**src/hw/rtl/fmet_pkg.sv**
```systemverilog
`default_nettype none
// ----------------------------------------------------------------------------
// fmet_pkg
// Shared types, codes and tables of the FM chip envelope tracker.
// ----------------------------------------------------------------------------
package fmet_pkg;

    localparam int NUM_OPS = 36;
    localparam int NUM_CH  = 18;
    localparam int OP_W    = 6;
    localparam int CH_W    = 5;
    localparam int LEVEL_W = 23;
    localparam int COUNT_W = 16;
    localparam int STEP_W  = 32;

    localparam int SAMPLE_RATE_DEFAULT = 44100;

    localparam logic [LEVEL_W-1:0] FULL_SCALE = 23'h400000;
    localparam longint unsigned    STEP_NUM   = 64'd4194304000;

    localparam logic [2:0] PH_IDLE    = 3'd0;
    localparam logic [2:0] PH_ATTACK  = 3'd1;
    localparam logic [2:0] PH_DECAY   = 3'd2;
    localparam logic [2:0] PH_SUSTAIN = 3'd3;
    localparam logic [2:0] PH_RELEASE = 3'd4;

    localparam logic [2:0] MODE_OFF     = 3'd0;
    localparam logic [2:0] MODE_FM      = 3'd1;
    localparam logic [2:0] MODE_AM      = 3'd2;
    localparam logic [2:0] MODE_4OP_LOW = 3'd3;
    localparam logic [2:0] MODE_PERC    = 3'd7;

    localparam logic [7:0] REG_4OP_EN  = 8'h04;
    localparam logic [7:0] REG_NEW     = 8'h05;
    localparam logic [7:0] REG_KEY_LO  = 8'hb0;
    localparam logic [7:0] REG_KEY_2OP = 8'hb2;
    localparam logic [7:0] REG_KEY_4OP = 8'hb5;
    localparam logic [7:0] REG_KEY_PRC = 8'hb6;
    localparam logic [7:0] REG_KEY_HI  = 8'hb8;
    localparam logic [7:0] REG_RHYTHM  = 8'hbd;
    localparam logic [7:0] REG_CONN_LO = 8'hc0;
    localparam logic [7:0] REG_CONN_HI = 8'hc8;
    localparam logic [2:0] GRP_FLAGS   = 3'b001;
    localparam logic [2:0] GRP_AD      = 3'b011;
    localparam logic [2:0] GRP_SR      = 3'b100;

    typedef struct packed {
        logic [NUM_OPS-1:0] mask;
        logic [NUM_OPS-1:0] attack;
    } ph_wr_t;

    typedef struct packed {
        logic            hold_we;
        logic            ad_we;
        logic            sr_we;
        logic [OP_W-1:0] idx;
        logic [7:0]      val;
    } rate_wr_t;

    typedef struct packed {
        logic start;
        logic load;
        logic eval;
        logic mul;
        logic cmp;
        logic div_step;
        logic fix;
        logic emit;
    } cmd_t;

    typedef struct packed {
        logic ev_finish;
        logic ev_move;
        logic cmp_hit;
        logic div_done;
        logic rel;
        logic out_free;
        logic last_op;
    } status_t;

    // {valid, slot}
    function automatic logic [5:0] slot_of_offset(input logic [4:0] off);
        logic [5:0] r;
        case (off)
            5'd0:  r = {1'b1, 5'd0};
            5'd1:  r = {1'b1, 5'd2};
            5'd2:  r = {1'b1, 5'd4};
            5'd3:  r = {1'b1, 5'd1};
            5'd4:  r = {1'b1, 5'd3};
            5'd5:  r = {1'b1, 5'd5};
            5'd8:  r = {1'b1, 5'd6};
            5'd9:  r = {1'b1, 5'd8};
            5'd10: r = {1'b1, 5'd10};
            5'd11: r = {1'b1, 5'd7};
            5'd12: r = {1'b1, 5'd9};
            5'd13: r = {1'b1, 5'd11};
            5'd16: r = {1'b1, 5'd12};
            5'd17: r = {1'b1, 5'd14};
            5'd18: r = {1'b1, 5'd16};
            5'd19: r = {1'b1, 5'd13};
            5'd20: r = {1'b1, 5'd15};
            5'd21: r = {1'b1, 5'd17};
            default: r = 6'd0;
        endcase
        return r;
    endfunction

    function automatic logic [1:0] mod3(input logic [3:0] v);
        logic [1:0] r;
        case (v)
            4'd0, 4'd3, 4'd6, 4'd9, 4'd12, 4'd15: r = 2'd0;
            4'd1, 4'd4, 4'd7, 4'd10, 4'd13:       r = 2'd1;
            default:                              r = 2'd2;
        endcase
        return r;
    endfunction

endpackage
`default_nettype wire

```
**src/hw/rtl/fmet_snoop.sv**
```systemverilog
`default_nettype none
// ----------------------------------------------------------------------------
// fmet_snoop
// Register shadow, key-on/rhythm decode and channel mode store.
// ----------------------------------------------------------------------------
module fmet_snoop
    import fmet_pkg::*;
(
    input  logic            clk,
    input  logic            rst_n,
    input  logic            wr_en,
    input  logic            chip,
    input  logic [7:0]      addr,
    input  logic [7:0]      val,
    input  logic            is_opl3,
    input  logic [CH_W-1:0] mode_idx,
    output logic [2:0]      mode_out,
    output ph_wr_t          ph_wr,
    output rate_wr_t        rate_wr
);

    logic [7:0] bd0_reg;
    logic [7:0] bd1_reg;
    logic [5:0] r104_reg;
    logic       r105_reg;
    logic [8:0] kb0_reg;
    logic [8:0] kb1_reg;
    logic [8:0] cn0_reg;
    logic [8:0] cn1_reg;
    logic [2:0] mode_reg [NUM_CH];

    logic [NUM_CH-1:0] mode_we;
    logic [2:0]        mode_wv [NUM_CH];

    logic            is_key;
    logic [3:0]      c;
    logic [3:0]      c3;
    logic [CH_W-1:0] user;
    logic            inhib;
    logic            kb_old;
    logic            m1;
    logic            m2;
    logic [2:0]      pair;
    logic            four;
    logic            key_ev;
    logic [NUM_CH-1:0] key_ch;
    logic            bank;
    logic [7:0]      tog;
    logic [4:0]      rmask;
    logic [4:0]      on;
    logic [4:0]      off;
    logic [5:0]      on6;
    logic [5:0]      off6;
    logic [NUM_OPS-1:0] on36;
    logic [NUM_OPS-1:0] off36;
    logic [5:0]      slot;
    logic [4:0]      base_ch;

    assign is_key = (addr inside {[REG_KEY_LO:REG_KEY_HI]});
    assign c      = addr[3:0];
    assign c3     = 4'(c + 4'd3);
    assign user   = 5'({1'b0, c}) + (chip ? 5'd9 : 5'd0);
    assign kb_old = chip ? kb1_reg[c] : kb0_reg[c];
    assign m1     = chip ? cn1_reg[c] : cn0_reg[c];
    assign m2     = chip ? cn1_reg[c3] : cn0_reg[c3];
    assign pair   = (chip ? 3'd3 : 3'd0) + {1'b0, mod3(c)};
    assign four   = is_opl3 && r105_reg && (addr <= REG_KEY_4OP);
    assign bank   = !is_opl3 && chip;
    assign tog    = (bank ? bd1_reg : bd0_reg) ^ val;
    assign rmask  = val[5] ? 5'h1f : 5'h00;
    assign on     = tog[4:0] & val[4:0] & rmask;
    assign off    = tog[5] ? 5'h1f : (tog[4:0] & ~val[4:0] & rmask);
    assign on6    = {on[1], on[2], on[3], on[0], on[4], on[4]};
    assign off6   = {off[1], off[2], off[3], off[0], off[4], 1'b0};
    assign on36   = {30'd0, on6} << (bank ? 30 : 12);
    assign off36  = {30'd0, off6} << (bank ? 30 : 12);
    assign base_ch = bank ? 5'd15 : 5'd6;

    always_comb
    begin
        if (!is_opl3 && chip)
        begin
            inhib = bd1_reg[5] && (addr >= REG_KEY_PRC);
        end
        else if (!chip)
        begin
            inhib = bd0_reg[5] && (addr >= REG_KEY_PRC);
        end
        else
        begin
            inhib = 1'b0;
        end
    end

    assign key_ev = wr_en && is_key && !inhib && (kb_old ^ val[5]);

    always_comb
    begin
        key_ch  = '0;
        mode_we = '0;
        for (int i = 0; i < NUM_CH; i++)
        begin
            mode_wv[i] = MODE_OFF;
        end
        if (key_ev)
        begin
            if (four && r104_reg[pair])
            begin
                if (addr <= REG_KEY_2OP)
                begin
                    for (int i = 0; i < NUM_CH; i++)
                    begin
                        if (5'(i) == user || 5'(i) == 5'(user + 5'd3))
                        begin
                            key_ch[i] = 1'b1;
                        end
                        if (val[5] && 5'(i) == user)
                        begin
                            mode_we[i] = 1'b1;
                            mode_wv[i] = MODE_4OP_LOW + {2'b0, m1} + {1'b0, m2, 1'b0};
                        end
                        if (val[5] && 5'(i) == 5'(user + 5'd3))
                        begin
                            mode_we[i] = 1'b1;
                            mode_wv[i] = MODE_OFF;
                        end
                    end
                end
            end
            else
            begin
                for (int i = 0; i < NUM_CH; i++)
                begin
                    if (5'(i) == user)
                    begin
                        key_ch[i] = 1'b1;
                        mode_we[i] = val[5];
                        mode_wv[i] = m1 ? MODE_AM : MODE_FM;
                    end
                end
            end
        end
        if (wr_en && addr == REG_RHYTHM && tog[5])
        begin
            for (int i = 0; i < NUM_CH; i++)
            begin
                if (5'(i) == base_ch || 5'(i) == 5'(base_ch + 5'd1) ||
                    5'(i) == 5'(base_ch + 5'd2))
                begin
                    mode_we[i] = 1'b1;
                    mode_wv[i] = val[5] ? MODE_PERC : MODE_OFF;
                end
            end
        end
    end

    always_comb
    begin
        ph_wr = '0;
        for (int i = 0; i < NUM_OPS; i++)
        begin
            if (key_ch[i/2])
            begin
                ph_wr.mask[i]   = 1'b1;
                ph_wr.attack[i] = val[5];
            end
            else if (wr_en && addr == REG_RHYTHM)
            begin
                if (on36[i])
                begin
                    ph_wr.mask[i]   = 1'b1;
                    ph_wr.attack[i] = 1'b1;
                end
                else if (off36[i])
                begin
                    ph_wr.mask[i] = 1'b1;
                end
            end
        end
    end

    assign slot = slot_of_offset(addr[4:0]);

    always_comb
    begin
        rate_wr     = '0;
        rate_wr.idx = 6'({1'b0, slot[4:0]}) + (chip ? 6'd18 : 6'd0);
        rate_wr.val = val;
        if (wr_en && slot[5])
        begin
            rate_wr.hold_we = (addr[7:5] == GRP_FLAGS);
            rate_wr.ad_we   = (addr[7:5] == GRP_AD);
            rate_wr.sr_we   = (addr[7:5] == GRP_SR);
        end
    end

    assign mode_out = mode_reg[mode_idx];

    always_ff @(posedge clk or negedge rst_n)
    begin
        if (!rst_n)
        begin
            bd0_reg  <= '0;
            bd1_reg  <= '0;
            r104_reg <= '0;
            r105_reg <= 1'b0;
            kb0_reg  <= '0;
            kb1_reg  <= '0;
            cn0_reg  <= '0;
            cn1_reg  <= '0;
            for (int i = 0; i < NUM_CH; i++)
            begin
                mode_reg[i] <= MODE_OFF;
            end
        end
        else
        begin
            for (int i = 0; i < NUM_CH; i++)
            begin
                if (mode_we[i])
                begin
                    mode_reg[i] <= mode_wv[i];
                end
            end
            if (wr_en)
            begin
                if (addr == REG_RHYTHM)
                begin
                    if (chip)
                    begin
                        bd1_reg <= val;
                    end
                    if (!chip || is_opl3)
                    begin
                        bd0_reg <= val;
                    end
                end
                if (chip && addr == REG_4OP_EN)
                begin
                    r104_reg <= val[5:0];
                end
                if (chip && addr == REG_NEW)
                begin
                    r105_reg <= val[0];
                end
                if (is_key)
                begin
                    if (chip)
                    begin
                        kb1_reg[c] <= val[5];
                    end
                    else
                    begin
                        kb0_reg[c] <= val[5];
                    end
                end
                if (addr inside {[REG_CONN_LO:REG_CONN_HI]})
                begin
                    if (chip)
                    begin
                        cn1_reg[c] <= val[0];
                    end
                    else
                    begin
                        cn0_reg[c] <= val[0];
                    end
                end
            end
        end
    end

endmodule
`default_nettype wire

```
**src/hw/rtl/fmet_ctrl.sv**
```systemverilog
`default_nettype none
// ----------------------------------------------------------------------------
// fmet_ctrl
// Sequencer for the per-operator envelope walk.
// ----------------------------------------------------------------------------
module fmet_ctrl
    import fmet_pkg::*;
(
    input  logic    clk,
    input  logic    rst_n,
    input  logic    in_valid,
    input  logic    req_type,
    input  status_t st,
    output logic    in_stall,
    output cmd_t    cmd
);

    localparam logic [2:0] S_IDLE = 3'd0;
    localparam logic [2:0] S_LOAD = 3'd1;
    localparam logic [2:0] S_EVAL = 3'd2;
    localparam logic [2:0] S_MUL  = 3'd3;
    localparam logic [2:0] S_CMP  = 3'd4;
    localparam logic [2:0] S_DIV  = 3'd5;
    localparam logic [2:0] S_FIX  = 3'd6;
    localparam logic [2:0] S_EMIT = 3'd7;

    logic [2:0] state_reg;
    logic [2:0] state_next;

    assign in_stall = (state_reg != S_IDLE);

    always_comb
    begin
        cmd        = '0;
        state_next = state_reg;
        case (state_reg)
            S_IDLE:
            begin
                if (in_valid && req_type)
                begin
                    cmd.start  = 1'b1;
                    state_next = S_LOAD;
                end
            end
            S_LOAD:
            begin
                cmd.load   = 1'b1;
                state_next = S_EVAL;
            end
            S_EVAL:
            begin
                cmd.eval = 1'b1;
                if (st.ev_finish)
                begin
                    state_next = S_EMIT;
                end
                else if (st.ev_move)
                begin
                    state_next = S_MUL;
                end
            end
            S_MUL:
            begin
                cmd.mul    = 1'b1;
                state_next = S_CMP;
            end
            S_CMP:
            begin
                cmd.cmp    = 1'b1;
                state_next = st.cmp_hit ? S_DIV : S_EMIT;
            end
            S_DIV:
            begin
                cmd.div_step = 1'b1;
                if (st.div_done)
                begin
                    state_next = S_FIX;
                end
            end
            S_FIX:
            begin
                cmd.fix    = 1'b1;
                state_next = st.rel ? S_EMIT : S_EVAL;
            end
            S_EMIT:
            begin
                if (st.out_free)
                begin
                    cmd.emit   = 1'b1;
                    state_next = st.last_op ? S_IDLE : S_LOAD;
                end
            end
            default:
            begin
                state_next = S_IDLE;
            end
        endcase
    end

    always_ff @(posedge clk or negedge rst_n)
    begin
        if (!rst_n)
        begin
            state_reg <= S_IDLE;
        end
        else
        begin
            state_reg <= state_next;
        end
    end

endmodule
`default_nettype wire

```
**src/hw/rtl/fmet_datapath.sv**
```systemverilog
`default_nettype none
// ----------------------------------------------------------------------------
// fmet_datapath
// Operator store rings, envelope step unit, divider and output register.
// ----------------------------------------------------------------------------
module fmet_datapath
    import fmet_pkg::*;
#(
    parameter int SAMPLE_RATE = SAMPLE_RATE_DEFAULT
)
(
    input  logic               clk,
    input  logic               rst_n,
    input  cmd_t               cmd,
    output status_t            st,
    input  logic [COUNT_W-1:0] sample_count,
    input  ph_wr_t             ph_wr,
    input  rate_wr_t           rate_wr,
    output logic [CH_W-1:0]    mode_idx,
    input  logic [2:0]         mode_in,
    input  logic               out_stall,
    output logic               out_valid,
    output logic [OP_W-1:0]    operator_index,
    output logic [2:0]         envelope_phase,
    output logic [LEVEL_W-1:0] envelope_level,
    output logic [2:0]         channel_mode,
    output logic               last_result
);

    localparam logic [STEP_W-1:0] STEP_TAB [16] = '{
        32'd0,
        32'(STEP_NUM / (SAMPLE_RATE * 1132) + 1),
        32'(STEP_NUM / (SAMPLE_RATE * 567) + 1),
        32'(STEP_NUM / (SAMPLE_RATE * 284) + 1),
        32'(STEP_NUM / (SAMPLE_RATE * 135) + 1),
        32'(STEP_NUM / (SAMPLE_RATE * 70) + 1),
        32'(STEP_NUM / (SAMPLE_RATE * 32) + 1),
        32'(STEP_NUM / (SAMPLE_RATE * 17) + 1),
        32'(STEP_NUM / (SAMPLE_RATE * 13) + 1),
        32'(STEP_NUM / (SAMPLE_RATE * 9) + 1),
        32'(STEP_NUM / (SAMPLE_RATE * 5) + 1),
        32'(STEP_NUM / (SAMPLE_RATE * 4) + 1),
        32'(STEP_NUM / (SAMPLE_RATE * 3) + 1),
        32'(STEP_NUM / (SAMPLE_RATE * 2) + 1),
        32'(STEP_NUM / (SAMPLE_RATE * 1) + 1),
        32'(FULL_SCALE)
    };
    localparam logic [OP_W-1:0] LAST_OP  = OP_W'(NUM_OPS - 1);
    localparam logic [4:0]      DIV_LAST = 5'(LEVEL_W - 1);

    logic [2:0]         ph_ring_reg   [NUM_OPS];
    logic [LEVEL_W-1:0] lvl_ring_reg  [NUM_OPS];
    logic [3:0]         atk_ring_reg  [NUM_OPS];
    logic [3:0]         dec_ring_reg  [NUM_OPS];
    logic [3:0]         rel_ring_reg  [NUM_OPS];
    logic [3:0]         sl_ring_reg   [NUM_OPS];
    logic               hold_ring_reg [NUM_OPS];

    logic [COUNT_W-1:0] n_reg;
    logic [OP_W-1:0]    op_reg;
    logic [LEVEL_W-1:0] lvl_reg;
    logic [2:0]         ph_reg;
    logic [COUNT_W-1:0] left_reg;
    logic [LEVEL_W-1:0] goal_reg;
    logic [STEP_W-1:0]  stp_reg;
    logic [2:0]         nxt_reg;
    logic               rel_reg;
    logic [STEP_W-1:0]  reach_reg;
    logic [LEVEL_W-1:0] dist_reg;
    logic [LEVEL_W:0]   rem_reg;
    logic [LEVEL_W-1:0] quo_reg;
    logic [4:0]         cnt_reg;

    logic               out_valid_reg;
    logic [OP_W-1:0]    out_op_reg;
    logic [2:0]         out_ph_reg;
    logic [LEVEL_W-1:0] out_lvl_reg;
    logic [2:0]         out_mode_reg;
    logic               out_last_reg;

    logic               ev_act;
    logic               ev_rel;
    logic [2:0]         ev_ph;
    logic [2:0]         ev_nxt;
    logic [LEVEL_W-1:0] ev_goal;
    logic [STEP_W-1:0]  ev_stp;
    logic               cmp_hit;
    logic [LEVEL_W:0]   rem_sh;
    logic               q_bit;

    always_comb
    begin
        ev_act  = 1'b0;
        ev_rel  = 1'b0;
        ev_ph   = ph_reg;
        ev_nxt  = PH_IDLE;
        ev_goal = '0;
        ev_stp  = '0;
        case (ph_reg)
            PH_ATTACK:
            begin
                ev_act  = 1'b1;
                ev_goal = FULL_SCALE;
                ev_stp  = STEP_TAB[atk_ring_reg[0]];
                ev_nxt  = PH_DECAY;
            end
            PH_DECAY:
            begin
                ev_act  = 1'b1;
                ev_goal = {2'b00, sl_ring_reg[0], 17'd0};
                ev_stp  = STEP_TAB[dec_ring_reg[0]];
                ev_nxt  = PH_SUSTAIN;
            end
            PH_SUSTAIN:
            begin
                ev_act = !hold_ring_reg[0];
                ev_rel = 1'b1;
                ev_ph  = PH_RELEASE;
                ev_stp = STEP_TAB[rel_ring_reg[0]];
            end
            PH_RELEASE:
            begin
                ev_act = 1'b1;
                ev_rel = 1'b1;
                ev_stp = STEP_TAB[rel_ring_reg[0]];
            end
            default:
            begin
                ev_act = 1'b0;
            end
        endcase
        if (left_reg == '0)
        begin
            ev_act = 1'b0;
        end
    end

    assign cmp_hit = (reach_reg >= {9'd0, dist_reg});
    assign rem_sh  = {rem_reg[LEVEL_W-1:0], quo_reg[LEVEL_W-1]};
    assign q_bit   = ({8'd0, rem_sh} >= stp_reg);

    assign st.ev_finish = !ev_act || (ev_stp == '0) || ((lvl_reg == ev_goal) && ev_rel);
    assign st.ev_move   = ev_act && (ev_stp != '0) && (lvl_reg != ev_goal);
    assign st.cmp_hit   = cmp_hit;
    assign st.div_done  = (cnt_reg == DIV_LAST);
    assign st.rel       = rel_reg;
    assign st.out_free  = !out_valid_reg || !out_stall;
    assign st.last_op   = (op_reg == LAST_OP);

    assign mode_idx = op_reg[OP_W-1:1];

    always_ff @(posedge clk)
    begin
        if (cmd.start)
        begin
            n_reg  <= sample_count;
        end
        if (cmd.load)
        begin
            lvl_reg  <= lvl_ring_reg[0];
            ph_reg   <= ph_ring_reg[0];
            left_reg <= n_reg;
        end
        if (cmd.eval && ev_act)
        begin
            if (ev_stp == '0)
            begin
                left_reg <= '0;
                ph_reg   <= ev_ph;
            end
            else if (lvl_reg == ev_goal)
            begin
                ph_reg <= ev_nxt;
            end
            else
            begin
                ph_reg   <= ev_ph;
                goal_reg <= ev_goal;
                stp_reg  <= ev_stp;
                nxt_reg  <= ev_nxt;
                rel_reg  <= ev_rel;
            end
        end
        if (cmd.mul)
        begin
            reach_reg <= (stp_reg >= STEP_W'(FULL_SCALE)) ? STEP_W'(FULL_SCALE)
                       : STEP_W'(STEP_W'(left_reg) * stp_reg);
            dist_reg  <= (lvl_reg < goal_reg) ? (goal_reg - lvl_reg) : (lvl_reg - goal_reg);
        end
        if (cmd.cmp)
        begin
            if (cmp_hit)
            begin
                lvl_reg <= goal_reg;
                ph_reg  <= nxt_reg;
                rem_reg <= '0;
                quo_reg <= dist_reg;
                cnt_reg <= '0;
            end
            else
            begin
                lvl_reg  <= (lvl_reg < goal_reg) ? (lvl_reg + reach_reg[LEVEL_W-1:0])
                          : (lvl_reg - reach_reg[LEVEL_W-1:0]);
                left_reg <= '0;
            end
        end
        if (cmd.div_step)
        begin
            rem_reg <= q_bit ? (rem_sh - stp_reg[LEVEL_W:0]) : rem_sh;
            quo_reg <= {quo_reg[LEVEL_W-2:0], q_bit};
            cnt_reg <= cnt_reg + 5'd1;
        end
        if (cmd.fix)
        begin
            left_reg <= ({7'd0, left_reg} < quo_reg) ? '0
                      : (left_reg - quo_reg[COUNT_W-1:0]);
        end
        if (cmd.emit)
        begin
            out_op_reg   <= op_reg;
            out_ph_reg   <= ph_reg;
            out_lvl_reg  <= lvl_reg;
            out_mode_reg <= mode_in;
            out_last_reg <= (op_reg == LAST_OP);
        end
    end

    always_ff @(posedge clk or negedge rst_n)
    begin
        if (!rst_n)
        begin
            op_reg        <= '0;
            out_valid_reg <= 1'b0;
        end
        else
        begin
            if (cmd.start)
            begin
                op_reg <= '0;
            end
            else if (cmd.emit)
            begin
                op_reg <= op_reg + 6'd1;
            end
            if (cmd.emit)
            begin
                out_valid_reg <= 1'b1;
            end
            else if (!out_stall)
            begin
                out_valid_reg <= 1'b0;
            end
        end
    end

    always_ff @(posedge clk or negedge rst_n)
    begin
        if (!rst_n)
        begin
            for (int i = 0; i < NUM_OPS; i++)
            begin
                ph_ring_reg[i]   <= PH_IDLE;
                lvl_ring_reg[i]  <= '0;
                atk_ring_reg[i]  <= '0;
                dec_ring_reg[i]  <= '0;
                rel_ring_reg[i]  <= '0;
                sl_ring_reg[i]   <= '0;
                hold_ring_reg[i] <= 1'b0;
            end
        end
        else if (cmd.emit)
        begin
            for (int i = 0; i < NUM_OPS - 1; i++)
            begin
                ph_ring_reg[i]   <= ph_ring_reg[i+1];
                lvl_ring_reg[i]  <= lvl_ring_reg[i+1];
                atk_ring_reg[i]  <= atk_ring_reg[i+1];
                dec_ring_reg[i]  <= dec_ring_reg[i+1];
                rel_ring_reg[i]  <= rel_ring_reg[i+1];
                sl_ring_reg[i]   <= sl_ring_reg[i+1];
                hold_ring_reg[i] <= hold_ring_reg[i+1];
            end
            ph_ring_reg[NUM_OPS-1]   <= ph_reg;
            lvl_ring_reg[NUM_OPS-1]  <= lvl_reg;
            atk_ring_reg[NUM_OPS-1]  <= atk_ring_reg[0];
            dec_ring_reg[NUM_OPS-1]  <= dec_ring_reg[0];
            rel_ring_reg[NUM_OPS-1]  <= rel_ring_reg[0];
            sl_ring_reg[NUM_OPS-1]   <= sl_ring_reg[0];
            hold_ring_reg[NUM_OPS-1] <= hold_ring_reg[0];
        end
        else
        begin
            for (int i = 0; i < NUM_OPS; i++)
            begin
                if (ph_wr.mask[i])
                begin
                    ph_ring_reg[i] <= ph_wr.attack[i] ? PH_ATTACK : PH_RELEASE;
                end
                if (rate_wr.idx == OP_W'(i))
                begin
                    if (rate_wr.hold_we)
                    begin
                        hold_ring_reg[i] <= rate_wr.val[5];
                    end
                    if (rate_wr.ad_we)
                    begin
                        atk_ring_reg[i] <= rate_wr.val[7:4];
                        dec_ring_reg[i] <= rate_wr.val[3:0];
                    end
                    if (rate_wr.sr_we)
                    begin
                        sl_ring_reg[i]  <= rate_wr.val[7:4];
                        rel_ring_reg[i] <= rate_wr.val[3:0];
                    end
                end
            end
        end
    end

    assign out_valid      = out_valid_reg;
    assign operator_index = out_op_reg;
    assign envelope_phase = out_ph_reg;
    assign envelope_level = out_lvl_reg;
    assign channel_mode   = out_mode_reg;
    assign last_result    = out_last_reg;

    a_emit_free: assert property (@(posedge clk) disable iff (!rst_n)
        cmd.emit |-> st.out_free)
        else $error("result emitted while output register busy");
    a_rose_emit: assert property (@(posedge clk) disable iff (!rst_n)
        $rose(out_valid_reg) |-> $past(cmd.emit))
        else $error("output valid without emit");
    a_div_nonzero: assert property (@(posedge clk) disable iff (!rst_n)
        cmd.div_step |-> (stp_reg != '0))
        else $error("divide by zero step");
    a_no_wr_rotate: assert property (@(posedge clk) disable iff (!rst_n)
        cmd.emit |-> (ph_wr.mask == '0))
        else $error("key event during ring rotation");

endmodule
`default_nettype wire

```
**src/hw/rtl/fm_chip_envelope_tracker_unit.sv**
```systemverilog
`default_nettype none
// ----------------------------------------------------------------------------
// fm_chip_envelope_tracker_unit
// Snoops FM chip register writes and tracks ADSR envelopes of 36 operators.
// ----------------------------------------------------------------------------
// Channel  Dir  Handshake           Payload
// in       in   in_valid/in_stall   req_type chip_select reg_address
//                                   reg_value sample_count
// out      out  out_valid/out_stall operator_index envelope_phase
//                                   envelope_level channel_mode last_result
// cfg      in   cfg_write_en        cfg_write_data (is_opl3)
//
// A register write is taken only while no advance runs. An advance gives 36
// results; each operator is loaded, evaluated and emitted, and each envelope
// segment it moves along passes evaluate, multiply and compare, then, if it
// reaches its target, a 23-step restoring divider and a fixup.
// Reset is asynchronous; all stores clear at once, no clearing pass.
// in_stall is high for the whole advance; out_stall holds the walk only at
// the point where a finished result waits for the output register.
// ----------------------------------------------------------------------------
module fm_chip_envelope_tracker_unit
    import fmet_pkg::*;
#(
    parameter int SAMPLE_RATE = SAMPLE_RATE_DEFAULT
)
(
    input  logic               clk,
    input  logic               rst_n,
    input  logic               cfg_write_en,
    input  logic               cfg_write_data,
    input  logic               in_valid,
    output logic               in_stall,
    input  logic               req_type,
    input  logic               chip_select,
    input  logic [7:0]         reg_address,
    input  logic [7:0]         reg_value,
    input  logic [COUNT_W-1:0] sample_count,
    output logic               out_valid,
    input  logic               out_stall,
    output logic [OP_W-1:0]    operator_index,
    output logic [2:0]         envelope_phase,
    output logic [LEVEL_W-1:0] envelope_level,
    output logic [2:0]         channel_mode,
    output logic               last_result
);

    logic            is_opl3_reg;
    logic            wr_en;
    cmd_t            cmd;
    status_t         st;
    ph_wr_t          ph_wr;
    rate_wr_t        rate_wr;
    logic [CH_W-1:0] mode_idx;
    logic [2:0]      mode_val;

    always_ff @(posedge clk or negedge rst_n)
    begin
        if (!rst_n)
        begin
            is_opl3_reg <= 1'b0;
        end
        else if (cfg_write_en)
        begin
            is_opl3_reg <= cfg_write_data;
        end
    end

    assign wr_en = in_valid && !in_stall && !req_type;

    fmet_ctrl u_ctrl (
        .clk      (clk),
        .rst_n    (rst_n),
        .in_valid (in_valid),
        .req_type (req_type),
        .st       (st),
        .in_stall (in_stall),
        .cmd      (cmd)
    );

    fmet_snoop u_snoop (
        .clk      (clk),
        .rst_n    (rst_n),
        .wr_en    (wr_en),
        .chip     (chip_select),
        .addr     (reg_address),
        .val      (reg_value),
        .is_opl3  (is_opl3_reg),
        .mode_idx (mode_idx),
        .mode_out (mode_val),
        .ph_wr    (ph_wr),
        .rate_wr  (rate_wr)
    );

    fmet_datapath #(
        .SAMPLE_RATE (SAMPLE_RATE)
    ) u_datapath (
        .clk            (clk),
        .rst_n          (rst_n),
        .cmd            (cmd),
        .st             (st),
        .sample_count   (sample_count),
        .ph_wr          (ph_wr),
        .rate_wr        (rate_wr),
        .mode_idx       (mode_idx),
        .mode_in        (mode_val),
        .out_stall      (out_stall),
        .out_valid      (out_valid),
        .operator_index (operator_index),
        .envelope_phase (envelope_phase),
        .envelope_level (envelope_level),
        .channel_mode   (channel_mode),
        .last_result    (last_result)
    );

endmodule
`default_nettype wire
```
**config.mk**
```make
export PLATFORM = sky130hd
export DESIGN_NAME = fm_chip_envelope_tracker_unit
export DESIGN_NICKNAME = d
export VERILOG_FILES = /design/src/hw/rtl/fmet_pkg.sv /design/src/hw/rtl/fmet_snoop.sv /design/src/hw/rtl/fmet_ctrl.sv /design/src/hw/rtl/fmet_datapath.sv /design/src/hw/rtl/fm_chip_envelope_tracker_unit.sv
export SDC_FILE = /design/constraint.sdc
export NUM_CORES = 2
export LEC_CHECK = 0
export BUFFER_PORTS_ARGS = -buffer_cell sky130_fd_sc_hd__buf_2
export CORE_UTILIZATION = 58
export CTS_CLUSTER_DIAMETER = 150
export DETAILED_ROUTE_END_ITERATION = 7
export PLACE_DENSITY = 0.77
export SKIP_LAST_GASP = 1
export SLEW_MARGIN = 20
export SYNTH_ARGS = -nofsm -noshare
export SYNTH_HDL_FRONTEND = slang
export SYNTH_SLANG_ARGS = --single-unit
```
**constraint.sdc**
```tcl
create_clock -name clk -period 6.4 [get_ports clk]
set_input_delay 0.64 -clock clk [delete_from_list [all_inputs] [get_ports clk]]
set_output_delay 0.64 -clock clk [all_outputs]
set_load 0.05 [all_outputs]
```
==> metrics <==
core area=0.157 mm^2; Finished Core Util=64.8%; Row Count=145; CTS Root Cell=clkbuf_16; Setup Viol. Count Final=0; Rel. slew slack=28.0%; combinational power share=44.4%; FFs w/ async S/R, synth=88.1%; Max Slew Vio Count=0; Mapped Cells=10,104; Worst-Margin Slew=1.08 ns; sw frac=41.4%; Synth Cell Area=0.0922 mm^2; drt pass-1 iters=6; die area=0.161 mm^2; final count of hold timing violations=0; Synth cell types=101; clk slew on worst S/H paths=0.06 ns; via count=69,841; Tot GR Track Use=28.3%; Initial Util=58.7%; sequential area share after synthesis=52.4%; die width=401 um; initial antenna violation count=4; DR DRC count=0; Seq pwr share=34.2%; setup ws final=0.135 ns; share of post-route cells with drive strength above 1=8.09%; RSZ-0062 raised after global routing=yes; DRT iter0 DRCs=6,414; CTS tree=built; Arrival @ worst endpoint=6.80 ns; max reg flops=828; Post-synth EDFFs=207; final period utilization=97.9%; Power Density=536 mW/mm^2; first-pass GRT wire length=369 mm; placer congestion estimate=0.923; hold crit path type=in -> reg; largest net degree at the start of global routing=241; clk_lat worst skew=0.85 ns; vias in the first global route=69,630; post-synthesis net count=10,593; hpwl dp=150 mm; WS Path Type=reg -> reg; post-route cell area=0.102 mm^2; # clock sinks=1,894; NumNets Final=10,456; M1 WL=97.0 mm; commonest non-fill, non-tap cell in the layout=nand2_1; Min Hold Slack=0.0975 ns; leak pwr=49.5 nW; commonest cells after routing, fill and taps aside=nand2_1 (3,245), dfrtp_1 (1,667), a21oi_1 (1,115); maximum vdd drop=0.000704 V; Max-Cap Viols=0; Top FF cell, synth=dfrtp_1; GRT Residual Overflow=0; vias per cell=5.73; Tmin final=6.27 ns; CP required=6.93 ns; WL met2=109 mm; H-tree depth=4; nature of the critical path endpoint=register; max layer used=met5; Pint=31.9 mW; Overall Power=54.5 mW; DR WL/cell=18.5 um; Area Growth Syn to Fin=10.3%; Post-Route WL=226 mm; Synth Register Bits=1,894; met3 WL=11.7 mm; Ys Warns=0; PortBufs=77; Clock Power Share=21.4%; CP startpoint kind=register; switching power=22.5 mW; status=completed; Crit Path Max Fanout=6; I/O pins=78; hold depth=2; Detail Route Antenna Nets=0; fmax=160 MHz; placed inst area=0.0944 mm^2; die height=401 um; FF-to-FF path depth=23; Worst Skew=0.0693 ns; Filler cells=12,350; clk buf depth=3; Setup WS pre-CTS=-0.138 ns; Avg Cell Area, Syn=9.12 um^2; TritonCTS Buffers=190
## critical path: stages, from the launching register on
cell and delay (ns):
edfxtp_1 0.39, buf_6 0.16, buf_6 0.13, buf_6 0.11, and2_4 0.13, fa_1 0.48
fa_1 0.58, fa_1 0.44, fa_1 0.49, fa_1 0.54, inv_2 0.04, fa_1 0.57
inv_2 0.06, ha_4 0.24, and2_4 0.16, buf_4 0.14, and3_4 0.18, and3_4 0.14
a22oi_2 0.26, a31oi_4 0.14, a211oi_2 0.27, buf_4 0.17, xor2_1 0.14, nor2_1 0.05
## power groups by stage
stage / Sequential (mW) / Clock (mW) / Combinational (mW)
after global routing: 19.0 / 12.3 / 26.9
final: 18.6 / 11.7 / 24.2
after CTS: 18.6 / 11.8 / 22.9
after detailed placement: 18.7 / 0 / 22.6
after global placement: 18.6 / 0 / 22.1
after floorplan: 17.9 / 0 / 16.1
## stage by stage
stage / std cells / TNS [ns]
after floorplan: 10104 / 0
after global placement: 11801 / -0.103
after detailed placement: 11801 / -0.236
after CTS: 12170 / -0.105
after global routing: 12186 / -0.205
final: 12188 / 0
## kinds of logic after synthesis
kind of cell / after synthesis / synth area share (%)
multiplexers: 168 / 2.36
XOR/XNOR: 137 / 1.31
AO/OA/AOI/OAI: 2009 / 12.1
flip-flops: 1894 / 52.4
AND/OR/NAND/NOR: 4402 / 19.5
adder cells (fa/ha/maj): 449 / 7.89
buffers and inverters: 1045 / 4.42
## worst paths after layout
| kind | start | slack [ns] | endpoint |
|---|---|---|---|
| setup reg to reg | u_datapath.stp_reg[6] | 0.13 | u_datapath.reach_reg[28] |
| max in group asynchronous | rst_n | 4.30 | u_datapath.lvl_ring_reg[423] |
| setup / recovery | u_datapath.stp_reg[6] | 0.13 | u_datapath.reach_reg[28] |
| hold reg to reg | u_datapath.lvl_ring_reg[760] | 0.42 | u_datapath.lvl_ring_reg[783] |
| hold / removal | cfg_write_data | 0.1 | is_opl3_reg |
| min in group asynchronous | rst_n | 0.37 | u_snoop.cn0_reg[2] |
## repair_timing
| item | in CTS | in global routing |
|---|---|---|
| hold buffers | 16 | 0 |
| resized for setup | 6 | 75 |
| pin swaps | 1 | 34 |
| endpoints found under the setup margin | 4 | 10 |
| buffers inserted | 0 | 16 |
| hold endpoints to repair | 121 | 0 |
## layout make-up
cell class | count | area, um^2 | share of cell area (%)
Antenna cell | 2 | 5.00 | 0.00492
Clock buffer | 275 | 5470 | 5.38
Clock inverter | 78 | 1140 | 1.12
Inverter | 418 | 1580 | 1.55
Multi-Input combinational cell | 7165 | 40100 | 39.5
Sequential cell | 1894 | 48400 | 47.6
Tap cell | 2058 | 2570 | 2.53
Timing Repair Buffer | 298 | 2440 | 2.40
## routing by layer
metal	track usage, %	vias up
met3	3.74	434
li1	-	32810
met5	0	-
met2	46.2	1941
met4	10.6	6
met1	38.7	34650
## synth_stat cells, types with 11 or more instances
cell type  count  share of area [%]
o21bai_1      12              0.098
a31oi_1       56               0.38
inv_1        414                1.7
dfxtp_1       19               0.41
o41ai_1       13               0.12
nand2_1     3249                 13
or2_2         17               0.12
a21oi_1     1121                6.1
o21a_1        29               0.24
clkbuf_1     535                2.2
a22o_1        13               0.12
fa_1         221                4.8
a21o_1        48               0.39
and3_1        24               0.16
buf_2         58               0.31
buf_1         20              0.081
ha_1         228                3.1
o22ai_1       37               0.25
a211oi_1      26               0.21
xor2_1        54               0.51
mux2i_1       72               0.78
dfrtp_1     1668                 45
mux2_2        59               0.72
o21ai_0      448                2.4
nand4_1       11              0.075
edfxtp_1     207                6.7
xnor2_1       82               0.78
or3_1         18               0.12
and2_1       185                1.3
mux4_2        32               0.78
nand2b_1      41               0.28
nor4_1        13              0.088
o31ai_1       65               0.53
o21ai_1       29               0.16
nor3_1        53               0.29
nor2_1       592                2.4
o211ai_1      12              0.098
nor2b_1       41               0.28
nand3_1       75               0.41
Power figures use the tool's default switching activity.
